$ cat src/rtl/afe_pkg.sv
package afe_pkg;

    localparam int unsigned CNT_W       = 7;
    localparam int unsigned IDX_W       = 4;
    localparam logic [CNT_W-1:0] MAX_PAYLOAD = 7'd100;

    localparam logic [7:0] BYTE_DELIM = 8'h7E;
    localparam logic [7:0] BYTE_ESC   = 8'h7D;
    localparam logic [7:0] BYTE_XON   = 8'h11;
    localparam logic [7:0] BYTE_XOFF  = 8'h13;
    localparam logic [7:0] BYTE_FLIP  = 8'h20;
    localparam logic [7:0] BYTE_ZERO  = 8'h00;
    localparam logic [7:0] BYTE_OPT   = 8'h01;
    localparam logic [7:0] BYTE_CKSUM = 8'hFF;
    localparam logic [7:0] API_ID16   = 8'h01;
    localparam logic [7:0] API_ID64   = 8'h00;

    localparam logic [15:0] HDR_LEN16 = 16'd5;
    localparam logic [15:0] HDR_LEN64 = 16'd11;

    localparam logic FUNC_START   = 1'b0;
    localparam logic FUNC_PAYLOAD = 1'b1;

    // step indexes of a start request
    localparam logic [IDX_W-1:0] IDX_DELIM  = 4'd0;
    localparam logic [IDX_W-1:0] IDX_LEN_HI = 4'd1;
    localparam logic [IDX_W-1:0] IDX_LEN_LO = 4'd2;
    localparam logic [IDX_W-1:0] IDX_ID     = 4'd3;
    localparam logic [IDX_W-1:0] IDX_FID    = 4'd4;
    localparam logic [IDX_W-1:0] IDX_ADDR   = 4'd5;
    localparam logic [IDX_W-1:0] IDX_ADDR_LAST16 = 4'd6;
    localparam logic [IDX_W-1:0] IDX_ADDR_LAST64 = 4'd12;

    typedef struct packed {
        logic        func;
        logic        addr_mode;
        logic [63:0] dest_addr;
        logic [15:0] payload_count;
        logic [7:0]  payload_byte;
    } t_item;

    typedef struct packed {
        logic       valid;
        logic [7:0] data;
        logic       last;
        logic       fend;
    } t_emit;

    function automatic logic is_special(input logic [7:0] b);
        is_special = (b == BYTE_DELIM) || (b == BYTE_ESC) ||
                     (b == BYTE_XON) || (b == BYTE_XOFF);
    endfunction

endpackage

$ cat src/rtl/api_frame_escaper_tx.sv
// Escaped API transmit frame builder. A start request (func 0) emits the 0x7E
// delimiter, the two-byte length, the API header and, for a zero count, the
// checksum; each payload request (func 1) emits its byte and, after the last
// one, the checksum. Header, payload and checksum bytes are escaped (0x7D,
// byte ^ 0x20); a payload request while no frame is open is dropped. One
// request is held in an input register and walked by a step sequencer that
// writes one line byte per cycle into the output register whenever that
// register can take one. A payload request makes one or two line bytes plus
// up to two more for the checksum after the last one; a start request makes
// up to 24. A dropped payload request is released with no byte written. A
// new request is taken in the cycle its predecessor's last byte is written.
module api_frame_escaper_tx (
    input  logic        i_clk,
    input  logic        i_rst_n,
    input  logic        i_valid,
    output logic        o_ready,
    input  logic        i_func,
    input  logic        i_addr_mode,
    input  logic [63:0] i_dest_addr,
    input  logic [15:0] i_payload_count,
    input  logic [7:0]  i_payload_byte,
    output logic        o_valid,
    input  logic        i_ready,
    output logic [7:0]  o_out_byte,
    output logic        o_run_last,
    output logic        o_frame_end
);

    afe_pkg::t_item in_item;
    afe_pkg::t_item held_item;
    afe_pkg::t_emit emit;
    logic           held_valid;
    logic           release_item;
    logic           load_ok;

    always_comb begin
        in_item.func          = i_func;
        in_item.addr_mode     = i_addr_mode;
        in_item.dest_addr     = i_dest_addr;
        in_item.payload_count = i_payload_count;
        in_item.payload_byte  = i_payload_byte;
    end

    afe_in_reg u_in_reg (
        .i_clk        (i_clk),
        .i_rst_n      (i_rst_n),
        .i_valid      (i_valid),
        .o_ready      (o_ready),
        .i_item       (in_item),
        .i_release    (release_item),
        .o_item_valid (held_valid),
        .o_item       (held_item)
    );

    afe_step u_step (
        .i_clk        (i_clk),
        .i_rst_n      (i_rst_n),
        .i_item_valid (held_valid),
        .i_item       (held_item),
        .i_load_ok    (load_ok),
        .o_release    (release_item),
        .o_emit       (emit)
    );

    afe_out_reg u_out_reg (
        .i_clk       (i_clk),
        .i_rst_n     (i_rst_n),
        .i_emit      (emit),
        .o_load_ok   (load_ok),
        .o_valid     (o_valid),
        .i_ready     (i_ready),
        .o_out_byte  (o_out_byte),
        .o_run_last  (o_run_last),
        .o_frame_end (o_frame_end)
    );

endmodule

$ cat src/rtl/afe_in_reg.sv
module afe_in_reg (
    input  logic          i_clk,
    input  logic          i_rst_n,
    input  logic          i_valid,
    output logic          o_ready,
    input  afe_pkg::t_item i_item,
    input  logic          i_release,
    output logic          o_item_valid,
    output afe_pkg::t_item o_item
);

    logic           r_valid;
    logic           n_valid;
    afe_pkg::t_item r_item;
    afe_pkg::t_item n_item;
    logic           take;

    assign o_ready      = !r_valid || i_release;
    assign take         = i_valid && o_ready;
    assign o_item_valid = r_valid;
    assign o_item       = r_item;

    always_comb begin
        n_valid = r_valid;
        n_item  = r_item;
        if (take) begin
            n_valid = 1'b1;
            n_item  = i_item;
        end else if (i_release) begin
            n_valid = 1'b0;
        end
    end

    always_ff @(posedge i_clk) begin
        if (!i_rst_n) begin
            r_valid <= 1'b0;
        end else begin
            r_valid <= n_valid;
        end
        r_item <= n_item;
    end

endmodule

$ cat src/rtl/afe_step.sv
module afe_step (
    input  logic           i_clk,
    input  logic           i_rst_n,
    input  logic           i_item_valid,
    input  afe_pkg::t_item i_item,
    input  logic           i_load_ok,
    output logic           o_release,
    output afe_pkg::t_emit o_emit
);

    logic [afe_pkg::IDX_W-1:0] r_idx, n_idx;
    logic                      r_esc, n_esc;
    logic                      r_active, n_active;
    logic [afe_pkg::CNT_W-1:0] r_left, n_left;
    logic [7:0]                r_sum, n_sum;

    logic [afe_pkg::CNT_W-1:0] cnt_sat;
    logic [afe_pkg::CNT_W-1:0] left_dec;
    logic [15:0]               len;
    logic [afe_pkg::IDX_W-1:0] addr_last;
    logic [2:0]                k;
    logic [2:0]                bsel;
    logic [7:0]                addr_byte;
    logic [7:0]                cksum;
    logic [7:0]                cur;
    logic                      is_data;
    logic                      is_ck;
    logic                      is_last;
    logic                      is_open;
    logic                      drop;
    logic                      prefix;
    logic                      fire;
    logic                      done;

    always_comb begin
        cnt_sat = (i_item.payload_count > 16'(afe_pkg::MAX_PAYLOAD)) ?
                  afe_pkg::MAX_PAYLOAD : i_item.payload_count[afe_pkg::CNT_W-1:0];
        left_dec = r_left - 1'b1;
        len = 16'(cnt_sat) + (i_item.addr_mode ? afe_pkg::HDR_LEN64 : afe_pkg::HDR_LEN16);
        addr_last = i_item.addr_mode ? afe_pkg::IDX_ADDR_LAST64 : afe_pkg::IDX_ADDR_LAST16;
        k = 3'(r_idx - afe_pkg::IDX_ADDR);
        bsel = i_item.addr_mode ? (3'd7 - k) : {2'b00, ~k[0]};
        addr_byte = i_item.dest_addr[{bsel, 3'b000} +: 8];
        cksum = afe_pkg::BYTE_CKSUM - r_sum;

        cur     = afe_pkg::BYTE_ZERO;
        is_data = 1'b0;
        is_ck   = 1'b0;
        is_last = 1'b0;
        is_open = 1'b0;
        drop    = 1'b0;

        if (i_item.func == afe_pkg::FUNC_START) begin
            if (r_idx == afe_pkg::IDX_DELIM) begin
                cur     = afe_pkg::BYTE_DELIM;
                is_open = 1'b1;
            end else if (r_idx == afe_pkg::IDX_LEN_HI) begin
                cur = len[15:8];
            end else if (r_idx == afe_pkg::IDX_LEN_LO) begin
                cur = len[7:0];
            end else if (r_idx == afe_pkg::IDX_ID) begin
                cur     = i_item.addr_mode ? afe_pkg::API_ID64 : afe_pkg::API_ID16;
                is_data = 1'b1;
            end else if (r_idx == afe_pkg::IDX_FID) begin
                cur     = afe_pkg::BYTE_ZERO;
                is_data = 1'b1;
            end else if (r_idx <= addr_last) begin
                cur     = addr_byte;
                is_data = 1'b1;
            end else if (r_idx == addr_last + 1'b1) begin
                cur     = afe_pkg::BYTE_OPT;
                is_data = 1'b1;
                is_last = (cnt_sat != '0);
            end else begin
                cur     = cksum;
                is_ck   = 1'b1;
                is_last = 1'b1;
            end
        end else begin
            drop = !r_active;
            if (r_idx == afe_pkg::IDX_DELIM) begin
                cur     = i_item.payload_byte;
                is_data = 1'b1;
                is_last = (left_dec != '0);
            end else begin
                cur     = cksum;
                is_ck   = 1'b1;
                is_last = 1'b1;
            end
        end

        prefix = (is_data || is_ck) && afe_pkg::is_special(cur) && !r_esc;
        fire   = i_item_valid && !drop && i_load_ok;
        done   = fire && !prefix && is_last;

        o_emit.valid = fire;
        o_emit.data  = prefix ? afe_pkg::BYTE_ESC :
                       (r_esc ? (cur ^ afe_pkg::BYTE_FLIP) : cur);
        o_emit.last  = !prefix && is_last;
        o_emit.fend  = !prefix && is_ck;
        o_release    = i_item_valid && (drop || done);

        n_idx    = r_idx;
        n_esc    = r_esc;
        n_active = r_active;
        n_left   = r_left;
        n_sum    = r_sum;
        if (fire) begin
            if (prefix) begin
                n_esc = 1'b1;
            end else begin
                n_esc = 1'b0;
                n_idx = is_last ? '0 : r_idx + 1'b1;
                if (is_open) begin
                    n_active = 1'b1;
                    n_left   = cnt_sat;
                    n_sum    = '0;
                end
                if (is_data) begin
                    n_sum = r_sum + cur;
                end
                if (is_data && i_item.func == afe_pkg::FUNC_PAYLOAD) begin
                    n_left = left_dec;
                end
                if (is_ck) begin
                    n_active = 1'b0;
                    n_left   = '0;
                end
            end
        end
    end

    always_ff @(posedge i_clk) begin
        if (!i_rst_n) begin
            r_idx    <= '0;
            r_esc    <= 1'b0;
            r_active <= 1'b0;
            r_left   <= '0;
            r_sum    <= '0;
        end else begin
            r_idx    <= n_idx;
            r_esc    <= n_esc;
            r_active <= n_active;
            r_left   <= n_left;
            r_sum    <= n_sum;
        end
    end

endmodule

$ cat src/rtl/afe_out_reg.sv
module afe_out_reg (
    input  logic           i_clk,
    input  logic           i_rst_n,
    input  afe_pkg::t_emit i_emit,
    output logic           o_load_ok,
    output logic           o_valid,
    input  logic           i_ready,
    output logic [7:0]     o_out_byte,
    output logic           o_run_last,
    output logic           o_frame_end
);

    logic       r_valid, n_valid;
    logic [7:0] r_byte, n_byte;
    logic       r_last, n_last;
    logic       r_fend, n_fend;

    assign o_load_ok   = !r_valid || i_ready;
    assign o_valid     = r_valid;
    assign o_out_byte  = r_byte;
    assign o_run_last  = r_last;
    assign o_frame_end = r_fend;

    always_comb begin
        n_valid = r_valid;
        n_byte  = r_byte;
        n_last  = r_last;
        n_fend  = r_fend;
        if (i_emit.valid) begin
            n_valid = 1'b1;
            n_byte  = i_emit.data;
            n_last  = i_emit.last;
            n_fend  = i_emit.fend;
        end else if (i_ready) begin
            n_valid = 1'b0;
        end
    end

    always_ff @(posedge i_clk) begin
        if (!i_rst_n) begin
            r_valid <= 1'b0;
        end else begin
            r_valid <= n_valid;
        end
        r_byte <= n_byte;
        r_last <= n_last;
        r_fend <= n_fend;
    end

endmodule

$ cat config.mk
export PLATFORM = sky130hd
export DESIGN_NAME = api_frame_escaper_tx
export DESIGN_NICKNAME = d
export VERILOG_FILES = /design/src/rtl/afe_pkg.sv /design/src/rtl/api_frame_escaper_tx.sv /design/src/rtl/afe_in_reg.sv /design/src/rtl/afe_step.sv /design/src/rtl/afe_out_reg.sv
export SDC_FILE = /design/constraint.sdc
export NUM_CORES = 1
export LEC_CHECK = 0
export BUFFER_PORTS_ARGS = -buffer_cell sky130_fd_sc_hd__buf_4
export CORE_ASPECT_RATIO = 2
export CORE_UTILIZATION = 51
export CTS_CLUSTER_SIZE = 28
export DETAILED_ROUTE_END_ITERATION = 10
export PLACE_DENSITY = 0.76
export SYNTH_ARGS = -nofsm -noshare
export SYNTH_HDL_FRONTEND = slang
export SYNTH_HIERARCHICAL = 1
export SYNTH_SLANG_ARGS = --single-unit
$ cat constraint.sdc
create_clock -name i_clk -period 4.1 [get_ports i_clk]
set_input_delay 0.41 -clock i_clk [delete_from_list [all_inputs] [get_ports i_clk]]
set_output_delay 0.41 -clock i_clk [all_outputs]
set_load 0.02 [all_outputs]
==> impl_metrics.toml <==
[global_routing]
grt_pass1_wl_mm = 27.0
antenna_found_initial = 0
grt_pass1_vias = 5423
grt_max_degree = 43
grt_overflow = 0
grt_util_all_layers_pct = 28.6

[final_layout]
final_cell_area_mm2 = 0.00904
drive_gt1_share_pct = 41.5
n_fill_cell = 774
fin_nets = 835
final_cell_mix = "buf_4, edfxtp_1, nand2_1"
mostFrequentLayoutCell = "buf_4"
area_growth_pct = 41.2
stdcell_count = 882
n_antenna_cell = 0
register_area_mm2 = 0.00346
multi_input_area_mm2 = 0.00302

[die]
ioPinCount = 106
die_x_um = 81.2
initial_utilization_pct = 52.5
fp.dieH_um = 160
coreArea_mm2 = 0.0122
die_area_mm2 = 0.0130
fp-row-count = 57

[setup_path]
slowest_stage = "or4_4"
rrSetupSlack_ps = -60
end_kind = "primary output"
crit_top_cell = "buf_6"
path_buf_inv = 4
critPathLaunchType = "register"
path_class = "reg -> out"
cp.arrival_ps = 3870
crit_family = "simple AND/OR/NAND/NOR gates"
path_cells = "nor4_4, nand3_2, or3_4, ha_4, buf_6, or4_4, o21ai_4, buf_6, a32oi_4, nor3_4, a2bb2oi_4, o21ai_2, o22ai_1, nand2b_4, buf_6, buf_6"
cp_max_fo = 6
cp.depth = 16
required_ps = 3690
r2r_cells = 20
rr_startpoint = "u_in_reg/o_item[15]"
critical_path.max_stage_delay_ps = 490
rr_endpoint = "u_in_reg/o_item[38]"

[outcome]
status = "finished, violations left"
violations = "setup timing"

[detailed_routing]
drt_iter0_markers = 334
ant_nets = 0
drcViolationCount = 0
vias = 5273
routed_wl_mm = 19.0
wl_per_cell_um = 21.6
via_per_inst = 5.98
first_pass_iters = 5

[synthesis]
synth_warnings = 6
syn_area_per_cell_um2 = 12.1
async_flop_share_pct = 0
synth_ff_type = "edfxtp_1"
synthDistinctLibCells = 79
synth_enable_flop_cells = 100
synthTopCellsByArea = "edfxtp_1, dfxtp_1, mux2i_1"
syn_nets = 643
seq_area_frac_synth_pct = 54.1
ys_ff_latch = 123
yosys.area.top_type = "edfxtp_1"
synth.cell_area_mm2 = 0.00640
synthCells = 530
yosys.area.top_type_share_pct = 46.9

[place]
pre_cts_ws_ps = -85.8
dp_hpwl_mm = 13.1
placed_area_mm2 = 0.00779
port_buffers = 105
gp_congestion = 0.992
place_inst = 822

[power]
power_density_mw_per_mm2 = 407
ir_drop_mv = 0.529
leakagePower_nw = 3.60

[timing]
setup_violations = 53
setup_slack_ps = -176
fmax_mhz = 234
whs_ps = 164
final_hold_viol_count = 0
skew_ps = 13.7
worstMarginPinSlew_ps = 744
period_needed_ps = 4280
relSlewSlack_pct = 49.7
rsz0062_at_grt = "true"
post-route-period-util_pct = 104
drv_slew = 0

[min_path]
hold_end = "u_in_reg/o_item[33]"
hold_class = "in -> reg"
hp-start = "i_dest_addr[9]"
whs_path_depth = 1

[clock_tree]
cts.clk_slew.worst_paths_ps = 70
cts_tree = "built"
worstSkewPairLatency_ps = 420
cts_root_buf = "clkbuf_16"
clkSinkCount = 123
numCtsBuffers = 17
clockBufferDepth = 2
cts_hold_buf = 0
htreeDepth = 4

[run]
maxCapViolCount = 0
-- cells by family (layout without fill, tap and decap cells) --
kind of cell | Yosys count | after routing | share of synthesized area (%)
fa+ha+maj | 20 | 20 | 3.99
compound gates | 122 | 122 | 14.4
xor+xnor | 18 | 18 | 2.58
flops | 123 | 123 | 54.1
mux | 39 | 39 | 8.15
buf+inv | 49 | 253 | 3.36
simple gates | 159 | 160 | 13.4
-- metal layers --
metal / track usage (%) / vias up / share of wire [%]
met4: 17.0 / 0 / 5.7
met5: 0 / - / 0
met1: 28.1 / 2567 / 34
li1: - / 2427 / -
met2: 52.9 / 206 / 56
met3: 5.23 / 73 / 4.4
-- power breakdown --
part | internal, mW | switching [mW]
clock | 0.869 | 0.649
combinational | 0.340 | 0.339
sequential | 1.44 | 0.0432
-- worst reg2reg max path, delay by kind of cell, from the launching register on --
kind                       cells  cell delay [ps]
and+or+nand+nor                7             1600
adders and majority gates      1              290
buffers and inverters          5              740
AOI/OAI and AO/OA              7              810
DFF                            1              420
-- Yosys cell counts, types with 13 or more instances --
master and number:
a21oi_1 23, clkbuf_1 14, dfxtp_1 23, edfxtp_1 100
ha_1 18, inv_1 23, mux2i_1 24, nand2_1 43
nand3_1 21, nor2_1 24, nor3_1 14, o21ai_0 15
xnor2_1 13
-- what timing repair did --
| item | in CTS | in global routing |
|---|---|---|
| gates resized for setup | 16 | 44 |
| pin swaps | 13 | 23 |
| setup buffers | 4 | 15 |
| setup endpoints to repair | 87 | 94 |
| cloned | 0 | 10 |
-- worst max-delay path by stage --
stage | from | end | slack (ps)
3_5_place_dp | u_in_reg/o_item[15] | u_step/r_sum[7] | -90
4_1_cts | u_in_reg/o_item[18] | o_ready | -250
5_1_grt | u_in_reg/o_item[15] | o_ready | -320
2_1_floorplan | u_in_reg/o_item[15] | u_in_reg/o_item[0] | -200
6_report | u_in_reg/o_item[15] | o_ready | -180
3_3_place_gp | u_in_reg/o_item[15] | o_ready | -30
-- area by class of cell --
| class | count | share of cell area [%] |
|---|---|---|
| Clock buffer | 17 | 4.70 |
| Clock inverter | 15 | 1.91 |
| Inverter | 24 | 0.996 |
| Multi-Input combinational cell | 359 | 33.4 |
| Sequential cell | 123 | 38.3 |
| Tap cell | 147 | 2.03 |
| Timing Repair Buffer | 197 | 18.7 |
-- metrics by stage --
stage,TNS (ps),power [mW],util (%)
after floorplan,-18150,1.83,-
after global placement,-29.9,2.05,63.9
after detailed placement,-1090,2.07,63.9
after CTS,-249,3.59,69.8
after global routing,-10070,3.81,74.2
final,-1890,3.69,74.2
-- sequential cells by signal (all words and copies together), names as in the netlist --
signal,cells
u_in_reg/o_item,90
u_in_reg/o_item_valid,1
u_out_reg/o_frame_end,1
u_out_reg/o_out_byte,8
u_out_reg/o_run_last,1
u_out_reg/o_valid,1
u_step/r_active,1
u_step/r_esc,1
u_step/r_idx,4
u_step/r_left,7
u_step/r_sum,8
No activity file was read; power rests on OpenSTA's default activity.
